[src/hw/rtl/fpba_pkg.sv]
// Package for the fit-policy block allocator: fit rules, sequencer states,
// operation codes, configuration register indexes and the compare-unit control.
// No dependencies.
package fpba_pkg;

	typedef enum logic [1:0] {
		POL_FIRST = 2'd0,
		POL_BEST  = 2'd1,
		POL_WORST = 2'd2,
		POL_NEXT  = 2'd3
	} policy_t;

	typedef enum logic [1:0] {
		S_IDLE  = 2'd0,
		S_SCAN  = 2'd1,
		S_DRAIN = 2'd2,
		S_WRITE = 2'd3
	} state_t;

	localparam logic OP_LOAD  = 1'b0;
	localparam logic OP_ALLOC = 1'b1;

	localparam logic REG_POLICY = 1'b0;
	localparam logic REG_ACTIVE = 1'b1;

	localparam logic [4:0] ACTIVE_RESET = 5'd16;

	// control for the shared compare unit
	typedef struct packed {
		policy_t policy;
		logic    found;
		logic    go;
	} cmp_ctl_t;

endpackage

[src/hw/rtl/fit_policy_block_allocator.sv]
// Fit-policy block allocator: a load beat gives no result. An allocate beat
// scans the active blocks (capped at NUM_BLOCKS) in S_SCAN, one table entry per
// cycle through the RAM read port and the shared compare unit, then passes
// S_DRAIN and S_WRITE; with none active it goes straight to S_WRITE. done pulses
// in S_WRITE and the next beat is taken the cycle after. Results cannot be stalled;
// register writes wait for idle. Reset clears all valid bits, so every entry reads as zero.
module fit_policy_block_allocator #(
	parameter int NUM_BLOCKS = 16,
	parameter int SIZE_BITS  = 16
) (
	input  logic        clk,
	input  logic        arst_n,
	// command channel
	input  logic        start,
	output logic        busy,
	input  logic        op,
	input  logic [3:0]  slot,
	input  logic [15:0] amount,
	// result strobe
	output logic        done,
	output logic        granted,
	output logic [3:0]  chosen_block,
	// configuration write channel
	input  logic        cfg_valid,
	output logic        cfg_ready,
	input  logic        cfg_index,
	input  logic [4:0]  cfg_data
);
	import fpba_pkg::*;

	localparam int IDX_W = $clog2(NUM_BLOCKS);
	localparam int CNT_W = $clog2(NUM_BLOCKS + 1);
	localparam int ACT_W = (CNT_W > 5) ? CNT_W : 5;

	// configuration registers
	policy_t     policy_q;
	logic [4:0]  active_q;

	// sequencer
	state_t      state_q, state_d;

	// per-request context
	logic [SIZE_BITS-1:0] amt_q;
	logic [CNT_W-1:0]     count_q;
	logic [CNT_W-1:0]     k_q;
	logic [IDX_W-1:0]     ptr_q;
	logic                 found_q;
	logic [IDX_W-1:0]     best_idx_q;
	logic [SIZE_BITS-1:0] best_val_q;
	logic [IDX_W-1:0]     next_start_q;

	// valid bit per table entry; an entry not yet written reads as zero
	logic [NUM_BLOCKS-1:0] valid_q;

	// read pipeline
	logic                 rd_go_s1;
	logic [IDX_W-1:0]     rd_ptr_s1;
	logic                 rd_vld_s1;
	logic [SIZE_BITS-1:0] rd_data;
	logic [SIZE_BITS-1:0] cand;

	// RAM write port
	logic                 ram_we;
	logic [IDX_W-1:0]     ram_waddr;
	logic [SIZE_BITS-1:0] ram_wdata;

	logic                 accept;
	logic                 load_hit;
	logic                 issue;
	logic                 take;
	logic [CNT_W-1:0]     count_now;
	logic [IDX_W-1:0]     start_ptr;
	logic [IDX_W-1:0]     ptr_next;
	cmp_ctl_t             cmp_ctl;

	// hold register writes off while a scan runs or a command beat is offered
	assign cfg_ready = !busy && !start;
	assign busy      = (state_q != S_IDLE);
	assign accept    = start && !busy;

	// cap the active count at the table size
	always_comb begin
		if (ACT_W'(active_q) > ACT_W'(NUM_BLOCKS)) begin
			count_now = CNT_W'(NUM_BLOCKS);
		end else begin
			count_now = CNT_W'(active_q);
		end
		// next fit resumes at the last grant, unless that block fell out of range
		if (policy_q == POL_NEXT && CNT_W'(next_start_q) < count_now) begin
			start_ptr = next_start_q;
		end else begin
			start_ptr = '0;
		end
	end

	assign load_hit = accept && (op == OP_LOAD) && (32'(slot) < 32'(NUM_BLOCKS));

	// advance the scan pointer, wrapping at the active count
	assign ptr_next = (CNT_W'(ptr_q) + CNT_W'(1) == count_q) ? '0 : ptr_q + IDX_W'(1);

	// next state and sequencer outputs
	always_comb begin
		state_d = state_q;
		issue   = 1'b0;
		unique case (state_q)
			S_IDLE: begin
				if (accept && op == OP_ALLOC) begin
					state_d = (count_now == '0) ? S_WRITE : S_SCAN;
				end
			end
			S_SCAN: begin
				issue = 1'b1;
				if (k_q == count_q - CNT_W'(1)) begin
					state_d = S_DRAIN;
				end
			end
			S_DRAIN: begin
				state_d = S_WRITE;
			end
			S_WRITE: begin
				state_d = S_IDLE;
			end
			default: begin
				state_d = S_IDLE;
			end
		endcase
	end

	always_ff @(posedge clk or negedge arst_n) begin
		if (!arst_n) begin
			state_q <= S_IDLE;
		end else begin
			state_q <= state_d;
		end
	end

	// configuration writes
	always_ff @(posedge clk or negedge arst_n) begin
		if (!arst_n) begin
			policy_q <= POL_FIRST;
			active_q <= ACTIVE_RESET;
		end else if (cfg_valid && cfg_ready) begin
			unique case (cfg_index)
				REG_POLICY: policy_q <= policy_t'(cfg_data[1:0]);
				REG_ACTIVE: active_q <= cfg_data;
				default:    ;
			endcase
		end
	end

	// table storage
	fpba_ram #(
		.WIDTH (SIZE_BITS),
		.DEPTH (NUM_BLOCKS)
	) u_ram (
		.clk   (clk),
		.we    (ram_we),
		.waddr (ram_waddr),
		.wdata (ram_wdata),
		.raddr (ptr_q),
		.rdata (rd_data)
	);

	// write back the shrunk block on a grant, else take a load beat
	always_comb begin
		if (state_q == S_WRITE) begin
			ram_we    = found_q;
			ram_waddr = best_idx_q;
			ram_wdata = best_val_q - amt_q;
		end else begin
			ram_we    = load_hit;
			ram_waddr = IDX_W'(slot);
			ram_wdata = SIZE_BITS'(amount);
		end
	end

	always_ff @(posedge clk or negedge arst_n) begin
		if (!arst_n) begin
			valid_q <= '0;
		end else if (ram_we) begin
			valid_q[ram_waddr] <= 1'b1;
		end
	end

	// read pipeline: the data for rd_ptr_s1 arrives in the cycle after issue
	always_ff @(posedge clk or negedge arst_n) begin
		if (!arst_n) begin
			rd_go_s1 <= 1'b0;
		end else begin
			rd_go_s1 <= issue;
		end
	end

	always_ff @(posedge clk) begin
		rd_ptr_s1 <= ptr_q;
		rd_vld_s1 <= valid_q[ptr_q];
	end

	assign cand = rd_vld_s1 ? rd_data : '0;

	assign cmp_ctl.policy = policy_q;
	assign cmp_ctl.found  = found_q;
	assign cmp_ctl.go     = rd_go_s1;

	fpba_cmp #(
		.SIZE_BITS (SIZE_BITS)
	) u_cmp (
		.ctl  (cmp_ctl),
		.cand (cand),
		.best (best_val_q),
		.amt  (amt_q),
		.take (take)
	);

	// scan context and candidate tracking
	always_ff @(posedge clk or negedge arst_n) begin
		if (!arst_n) begin
			found_q      <= 1'b0;
			next_start_q <= '0;
			k_q          <= '0;
			ptr_q        <= '0;
			count_q      <= '0;
		end else begin
			if (accept && op == OP_LOAD) begin
				next_start_q <= '0;
			end else if (accept) begin
				found_q <= 1'b0;
				k_q     <= '0;
				ptr_q   <= start_ptr;
				count_q <= count_now;
			end else if (issue) begin
				k_q   <= k_q + CNT_W'(1);
				ptr_q <= ptr_next;
			end
			if (take) begin
				found_q <= 1'b1;
			end
			if (state_q == S_WRITE && found_q) begin
				next_start_q <= best_idx_q;
			end
		end
	end

	always_ff @(posedge clk) begin
		if (accept) begin
			amt_q <= SIZE_BITS'(amount);
		end
		if (take) begin
			best_idx_q <= rd_ptr_s1;
			best_val_q <= cand;
		end
	end

	// result beat
	assign done         = (state_q == S_WRITE);
	assign granted      = done && found_q;
	assign chosen_block = granted ? 4'(best_idx_q) : 4'd0;

endmodule

[src/hw/rtl/fpba_ram.sv]
// Generic single-write, single-read RAM with registered read data.
// No dependencies.
module fpba_ram #(
	parameter int WIDTH = 16,
	parameter int DEPTH = 16
) (
	input  logic                     clk,
	input  logic                     we,
	input  logic [$clog2(DEPTH)-1:0] waddr,
	input  logic [WIDTH-1:0]         wdata,
	input  logic [$clog2(DEPTH)-1:0] raddr,
	output logic [WIDTH-1:0]         rdata
);

	logic [WIDTH-1:0] mem [DEPTH];

	always_ff @(posedge clk) begin
		if (we) begin
			mem[waddr] <= wdata;
		end
		rdata <= mem[raddr];
	end

endmodule

[src/hw/rtl/fpba_cmp.sv]
// Shared compare unit: decides whether the entry under scan replaces the
// current candidate. Depends on fpba_pkg.
module fpba_cmp #(
	parameter int SIZE_BITS = 16
) (
	input  fpba_pkg::cmp_ctl_t   ctl,
	input  logic [SIZE_BITS-1:0] cand,
	input  logic [SIZE_BITS-1:0] best,
	input  logic [SIZE_BITS-1:0] amt,
	output logic                 take
);
	import fpba_pkg::*;

	logic fits;
	logic better;

	always_comb begin
		fits = (cand >= amt);
		unique case (ctl.policy)
			POL_BEST:  better = (cand < best);
			POL_WORST: better = (cand > best);
			POL_FIRST,
			POL_NEXT:  better = 1'b0;
			default:   better = 1'b0;
		endcase
		// first hit always wins; later hits only replace on a strict win
		take = ctl.go && fits && (!ctl.found || better);
	end

endmodule

[config.mk]
export PLATFORM = sky130hd
export DESIGN_NAME = fit_policy_block_allocator
export DESIGN_NICKNAME = d
export VERILOG_FILES = /design/src/hw/rtl/fpba_pkg.sv /design/src/hw/rtl/fit_policy_block_allocator.sv /design/src/hw/rtl/fpba_ram.sv /design/src/hw/rtl/fpba_cmp.sv
export SDC_FILE = /design/constraint.sdc
export NUM_CORES = 1
export LEC_CHECK = 0
export BUFFER_PORTS_ARGS = -buffer_cell sky130_fd_sc_hd__buf_2
export CAP_MARGIN = 20
export CORE_MARGIN = 4
export CORE_UTILIZATION = 25
export CTS_CLUSTER_SIZE = 24
export DETAILED_ROUTE_END_ITERATION = 16
export HOLD_SLACK_MARGIN = 0.05
export PLACE_DENSITY = 0.35
export SLEW_MARGIN = 20
export SYNTH_ARGS = -nofsm -noshare
export SYNTH_HDL_FRONTEND = slang
export SYNTH_SLANG_ARGS = --single-unit
[constraint.sdc]
create_clock -name clk -period 3.9 [get_ports clk]
set_clock_uncertainty 0.1 [all_clocks]
set_input_delay 1.17 -clock clk [delete_from_list [all_inputs] [get_ports clk]]
set_output_delay 1.17 -clock clk [all_outputs]
set_load 0.02 [all_outputs]
; Yosys cells after proc, flatten, opt, wreduce, memory -nomap -nowiden
; Memories as Yosys holds them, arrays and structs flattened. A register that Yosys moved wholly into a read port is not among the register bits.
; Index checks and enable logic that the tools add are counted.
[totals]
output_inout_bits = 8
memories = 1
register_bits = 86
ram_bits = 256
word_cells = 101
[classes]
eq_ne = 11
n_bitwise = 4
reduce_logical = 28
muxes = 29
n_lt_le_gt_ge = 8
add_sub_neg = 5
[mem_list]
columns = name, depth, word_bits, read_ports, rd_ports_with_merged_regs, wr, line_no
row1 = u_ram.mem, 16, 16, 1, 1, 1, fpba_ram.sv:15  ; logic [WIDTH-1:0] mem [DEPTH];
[ops]
columns = operator, n
row1 = $mux W16, 2
row2 = $mux W4, 8
row3 = $ge A16 B16 Y1, 1
row4 = $gt A16 B16 Y1, 1
row5 = $lt A16 B16 Y1, 1
row6 = $or A16 B16 Y16, 1
row7 = $sub A16 B16 Y16, 1
row8 = $mux W5, 3
row9 = $reduce_and A2 Y1, 6
row10 = $eq A5 B5 Y1, 2
row11 = $logic_and A1 B1 Y1, 10
row12 = $lt A4 B5 Y1 const B, 2
row13 = $mux W1, 9
row14 = $eq A2 B2 Y1 const B, 4
row15 = $pmux W2 S4, 1
row16 = $reduce_bool A2 Y1, 4
row17 = $mux W2, 3
row18 = $add A4 B1 Y5 const B, 1
row19 = $add A5 B1 Y5 const B, 1
row20 = $gt A5 B5 Y1 const B, 1
row21 = $logic_not A5 Y1, 1
row22 = $lt A4 B5 Y1, 1
row23 = $sub A5 B1 Y5 const B, 1
row24 = $add A4 B1 Y4 const B, 1
row25 = other kinds (12), 19

; Logic depth before layout (Yosys ltp)
[depth]
word_depth = 7
ltp_mapped = 9

; Cells and area by module
; From an unflattened synthesis, not the netlist that was laid out.
[hier_totals]
cells_unflattened = 955
hier_area_um2 = 15483.6
[by_module_without_submodules]
columns = mod, cells_per_inst, n_inst, area_each_um2, seq_area_each_um2
row1 = fpba_ram, 432, 1, 10043.4, 8007.7
row2 = fit_policy_block_allocator, 411, 1, 4594.4, 2308.5
row3 = fpba_cmp, 112, 1, 845.8, 0.0

; Least setup slack after synthesis
; No wires, ideal clock.
[synth_timing]
path_type = reg-to-reg
start = register rd_vld_s1
end = register best_idx_q[0], enable pin
stages_incl_launch_ff = 10
path_buffers = 1
t_arrival_ns = 2.821
period_less_slack_ns = 3.304
required_time_ns = 3.416
setup_slack_ns = 0.596
cell_sequence = dfxtp_1 clkbuf_1 and2_1 ha_1 and4_1 o21ai_2 o211ai_2 a2111oi_2 mux2_4 a21oi_2
[synth_between]
elab_chain_cells = 5
[synth_rtl]
columns = element, line_no
row1 = from (decl), fit_policy_block_allocator.sv:58  ; logic rd_vld_s1;
row2 = from (signal assigned), fit_policy_block_allocator.sv:196  ; rd_vld_s1 <= valid_q[ptr_q];
row3 = $mux W16 *, fit_policy_block_allocator.sv:199  ; assign cand = rd_vld_s1 ? rd_data : '0;
row4 = net cand[7], fit_policy_block_allocator.sv:60  ; logic [SIZE_BITS-1:0] cand;
row5 = $gt A16 B16 Y1 or $lt A16 B16 Y1 (tied branches), "fpba_cmp.sv:21, fpba_cmp.sv:20"
row6 = $pmux W1 S3, fpba_cmp.sv:19  ; unique case (ctl.policy)
row7 = $logic_or A1 B1 Y1, fpba_cmp.sv:27  ; take = ctl.go && fits && (!ctl.found || better);
row8 = $logic_and A1 B1 Y1 *, fpba_cmp.sv:27
row9 = net take, fit_policy_block_allocator.sv:70  ; logic take;
row10 = to (signal assigned), fit_policy_block_allocator.sv:249  ; best_idx_q <= rd_ptr_s1;
row11 = to (decl), fit_policy_block_allocator.sv:48  ; logic [IDX_W-1:0] best_idx_q;
; The timed path passes the listed nets; every way through them passes the cells marked *.
; A chain may end at the register's enable or synchronous reset.

; Worst setup path after layout
[layout_timing]
start = register state_q[1]
end = output done
[layout_between]
elab_chain_cells = 1
[layout_rtl]
columns = element, line_no
row1 = from (decl), fit_policy_block_allocator.sv:40  ; state_t state_q, state_d;
row2 = from (signal assigned), fit_policy_block_allocator.sv:133  ; state_q <= state_d;
row3 = $eq A2 B2 Y1, fit_policy_block_allocator.sv:255  ; assign done = (state_q == S_WRITE);
row4 = to (decl), fit_policy_block_allocator.sv:20  ; output logic done,
; No other way between the ends.

==> impl_metrics.env <==
export IMPL_drive_above_1_share=0.226
export IMPL_post_cts_buffers=0
export IMPL_slew_headroom=0.418
export IMPL_yosys_warnings=0
export IMPL_nFillCells=6161
export IMPL_numPortBuffers=38
export IMPL_use_met1=0.182
export IMPL_nNetsFinal=1218
export IMPL_p_seq_frac=0.380
export IMPL_synth_fp_nets=1122
export IMPL_ys_seq_elements=358
export IMPL_num_rows=91
export IMPL_io_pins=39
export IMPL_critPathArrivalTime_ns=2.02
export IMPL_post_route_period_util=0.843
export IMPL_clkPwrFrac=0.297
export IMPL_drtPass1Iterations=4
export IMPL_yosysUniqueCellTypes=74
export IMPL_area_growth_pct=19.5
export IMPL_grt_busiest_layer="met2"
export IMPL_synth_edf_count=292
export IMPL_pwr_share_comb=0.323
export IMPL_placed_cell_area_sq_um=17100
export IMPL_p_per_area_nw_per_um2=763
export IMPL_globalplace_congestion=0.764
export IMPL_clock_latency_ns=0.57
export IMPL_synth_async_sr_flop_share=0.126
export IMPL_finalSetupViolations=0
export IMPL_fmax_mhz=304
export IMPL_layout_min_cycle_time_ns=3.29
export IMPL_synth_cells=1035
export IMPL_syn_area_per_cell_sq_um=15.1
export IMPL_grtUsageMet2=0.209
export IMPL_crit_path_end_kind="primary output"
export IMPL_syn_area_sq_um=15600
export IMPL_drc=0
export IMPL_grt_overflow=0
export IMPL_rsz0062_at_grt="false"
export IMPL_cts_root_buf="clkbuf_16"
export IMPL_synth_seq_area_share=0.662
export IMPL_viasPerCell=4.45
export IMPL_cts_resized=0
export IMPL_final_common_cell="edfxtp_1"
export IMPL_start_kind="register"
export IMPL_cts_hold_buf=0
export IMPL_crit_required_ns=2.63
export IMPL_core_area_sq_um=61700
export IMPL_worstPathMaxFanout=16
export IMPL_swShare=0.342
export IMPL_finalSetupTns_ns=0
export IMPL_clk_pin_slew_ns=0.06
export IMPL_tritoncts="yes"
export IMPL_hold_class="register to register"
export IMPL_drt_iter0_markers=461
export IMPL_die_h_microns=258
export IMPL_grt_pass1_vias=9223
export IMPL_ir_worst_vdd_v=0.000321
export IMPL_mostFrequentLayoutCells="292 x edfxtp_1, 72 x mux2i_1, 60 x nand2_1, 55 x ha_1"
export IMPL_status="finished, final reports clean"
export IMPL_synth_flop_cell="edfxtp_1"
export IMPL_finalHoldViolCount=0
export IMPL_track_usage=0.129
export IMPL_start_util=0.253
export IMPL_post_drt_wl_per_cell_microns=21.5
export IMPL_p_switching_mw=4.86
export IMPL_fin_area_sq_um=18600
export IMPL_cts_sinks=358
export IMPL_worstSetupPathType="register to primary output"
export IMPL_die_w_microns=258
export IMPL_intPower_mw=9.35
export IMPL_antenna_found_initial=0
export IMPL_drtAntennaViolNets=0
export IMPL_worst_pin_slew_ns=0.871
export IMPL_cts_max_path_buffers=3
export IMPL_use_met3=0.0201
export IMPL_routed_wl_microns=43200
export IMPL_vias=8917
export IMPL_cts_buffers=43
export IMPL_grt_pass1_wl_microns=63600
export IMPL_htree_levels=2
export IMPL_power_leakage_nw=6.94
export IMPL_dp_hpwl_microns=29100
export IMPL_slew_violations=0
export IMPL_grt_max_degree=44
export IMPL_dieArea_sq_um=66400
export IMPL_max_cap_viol_count=0
## stage by stage
stage	instances	util	hold WS [ns]	setup slack [ns]	total power, mW
floorplan	1035	-	0.268	0.596	8.44
global placement	1923	0.277	0.287	0.731	10.2
detailed placement	1923	0.277	0.289	0.689	10.2
CTS	2003	0.302	0.303	0.572	14.5
global route	2003	0.302	0.304	0.480	15.2
finish	2006	0.302	0.303	0.613	14.2
## sequential cells by signal (all words and copies together), names as in the netlist
signal / flops
count_q: 5
amt_q: 16
best_val_q: 16
rd_ptr_s1: 4
ptr_q: 4
rd_vld_s1: 1
valid_q: 16
next_start_q: 4
active_q: 5
state_q: 2
best_idx_q: 4
k_q: 5
u_ram.mem: 256
found_q: 1
u_ram.rdata: 16
policy_q: 2
rd_go_s1: 1
## layout make-up
type / count / area (sq um) / share of cell area
Antenna cell: 3 / 7.51 / 0.000403
Inverter: 52 / 195 / 0.0105
Sequential cell: 358 / 10300 / 0.554
Multi-Input combinational cell: 586 / 4960 / 0.266
Clock inverter: 27 / 324 / 0.0174
Clock buffer: 53 / 1180 / 0.0631
Tap cell: 837 / 1050 / 0.0562
Timing Repair Buffer: 90 / 593 / 0.0318
## logic make-up after synthesis
| group | Yosys count | share of synthesized area |
|---|---|---|
| mux | 118 | 0.104 |
| simple gates | 205 | 0.0662 |
| flops | 358 | 0.662 |
| xor+xnor | 15 | 0.00843 |
| compound gates | 191 | 0.0890 |
| buf+inv | 91 | 0.0239 |
| fa+ha+maj | 57 | 0.0462 |
## worst max-delay path, stage by stage (launching register included)
cell and delay, ns:
dfrtp_1 0.37, ha_1 0.53, buf_4 0.34, buf_2 0.21
## final timing paths
path	depth (start not counted)	to	startpoint	slack (ns)
worst max-delay path	3	done	state_q[1]	0.61
worst min-delay path	0	best_idx_q[0]	rd_ptr_s1[0]	0.30
worst max register to register	9	best_val_q[6]	rd_vld_s1	0.73
worst min register to register	0	best_idx_q[0]	rd_ptr_s1[0]	0.30
max in group asynchronous	2	valid_q[14]	arst_n	2.43
min in group asynchronous	1	count_q[2]	arst_n	0.55
## layer usage
layer	vias up	wire length, microns
met5	-	0
met4	0	793
met3	52	1930
met2	144	20100
met1	4488	20400
li1	4233	-
## cells in the mapped netlist (all sizes together), types with 9 or more instances
cell	number	area share
a21o	19	0.0092
mux2	12	0.0089
and3	9	0.0037
or2	17	0.0068
inv	52	0.013
ha	55	0.044
mux2i	72	0.046
mux4	34	0.049
clkbuf	23	0.0055
dfxtp	21	0.027
a21oi	24	0.0082
o21ai	40	0.013
nand2	61	0.015
edfxtp	292	0.56
nand4	9	0.0036
nor3	14	0.0045
a22oi	21	0.010
a221oi	36	0.020
nor2	33	0.0079
and2	19	0.0080
nand3	19	0.0061
buf	16	0.0059
dfrtp	44	0.071
## power groups by stage
stage / logic (mW) / registers, mW / clock network (mW)
global placement: 4.73 / 5.50 / 0
CTS: 4.73 / 5.42 / 4.36
floorplan: 3.18 / 5.26 / 0
detailed placement: 4.71 / 5.50 / 0
finish: 4.59 / 5.40 / 4.22
global route: 5.14 / 5.47 / 4.54
Note: power is estimated with default switching activity, not from simulation.
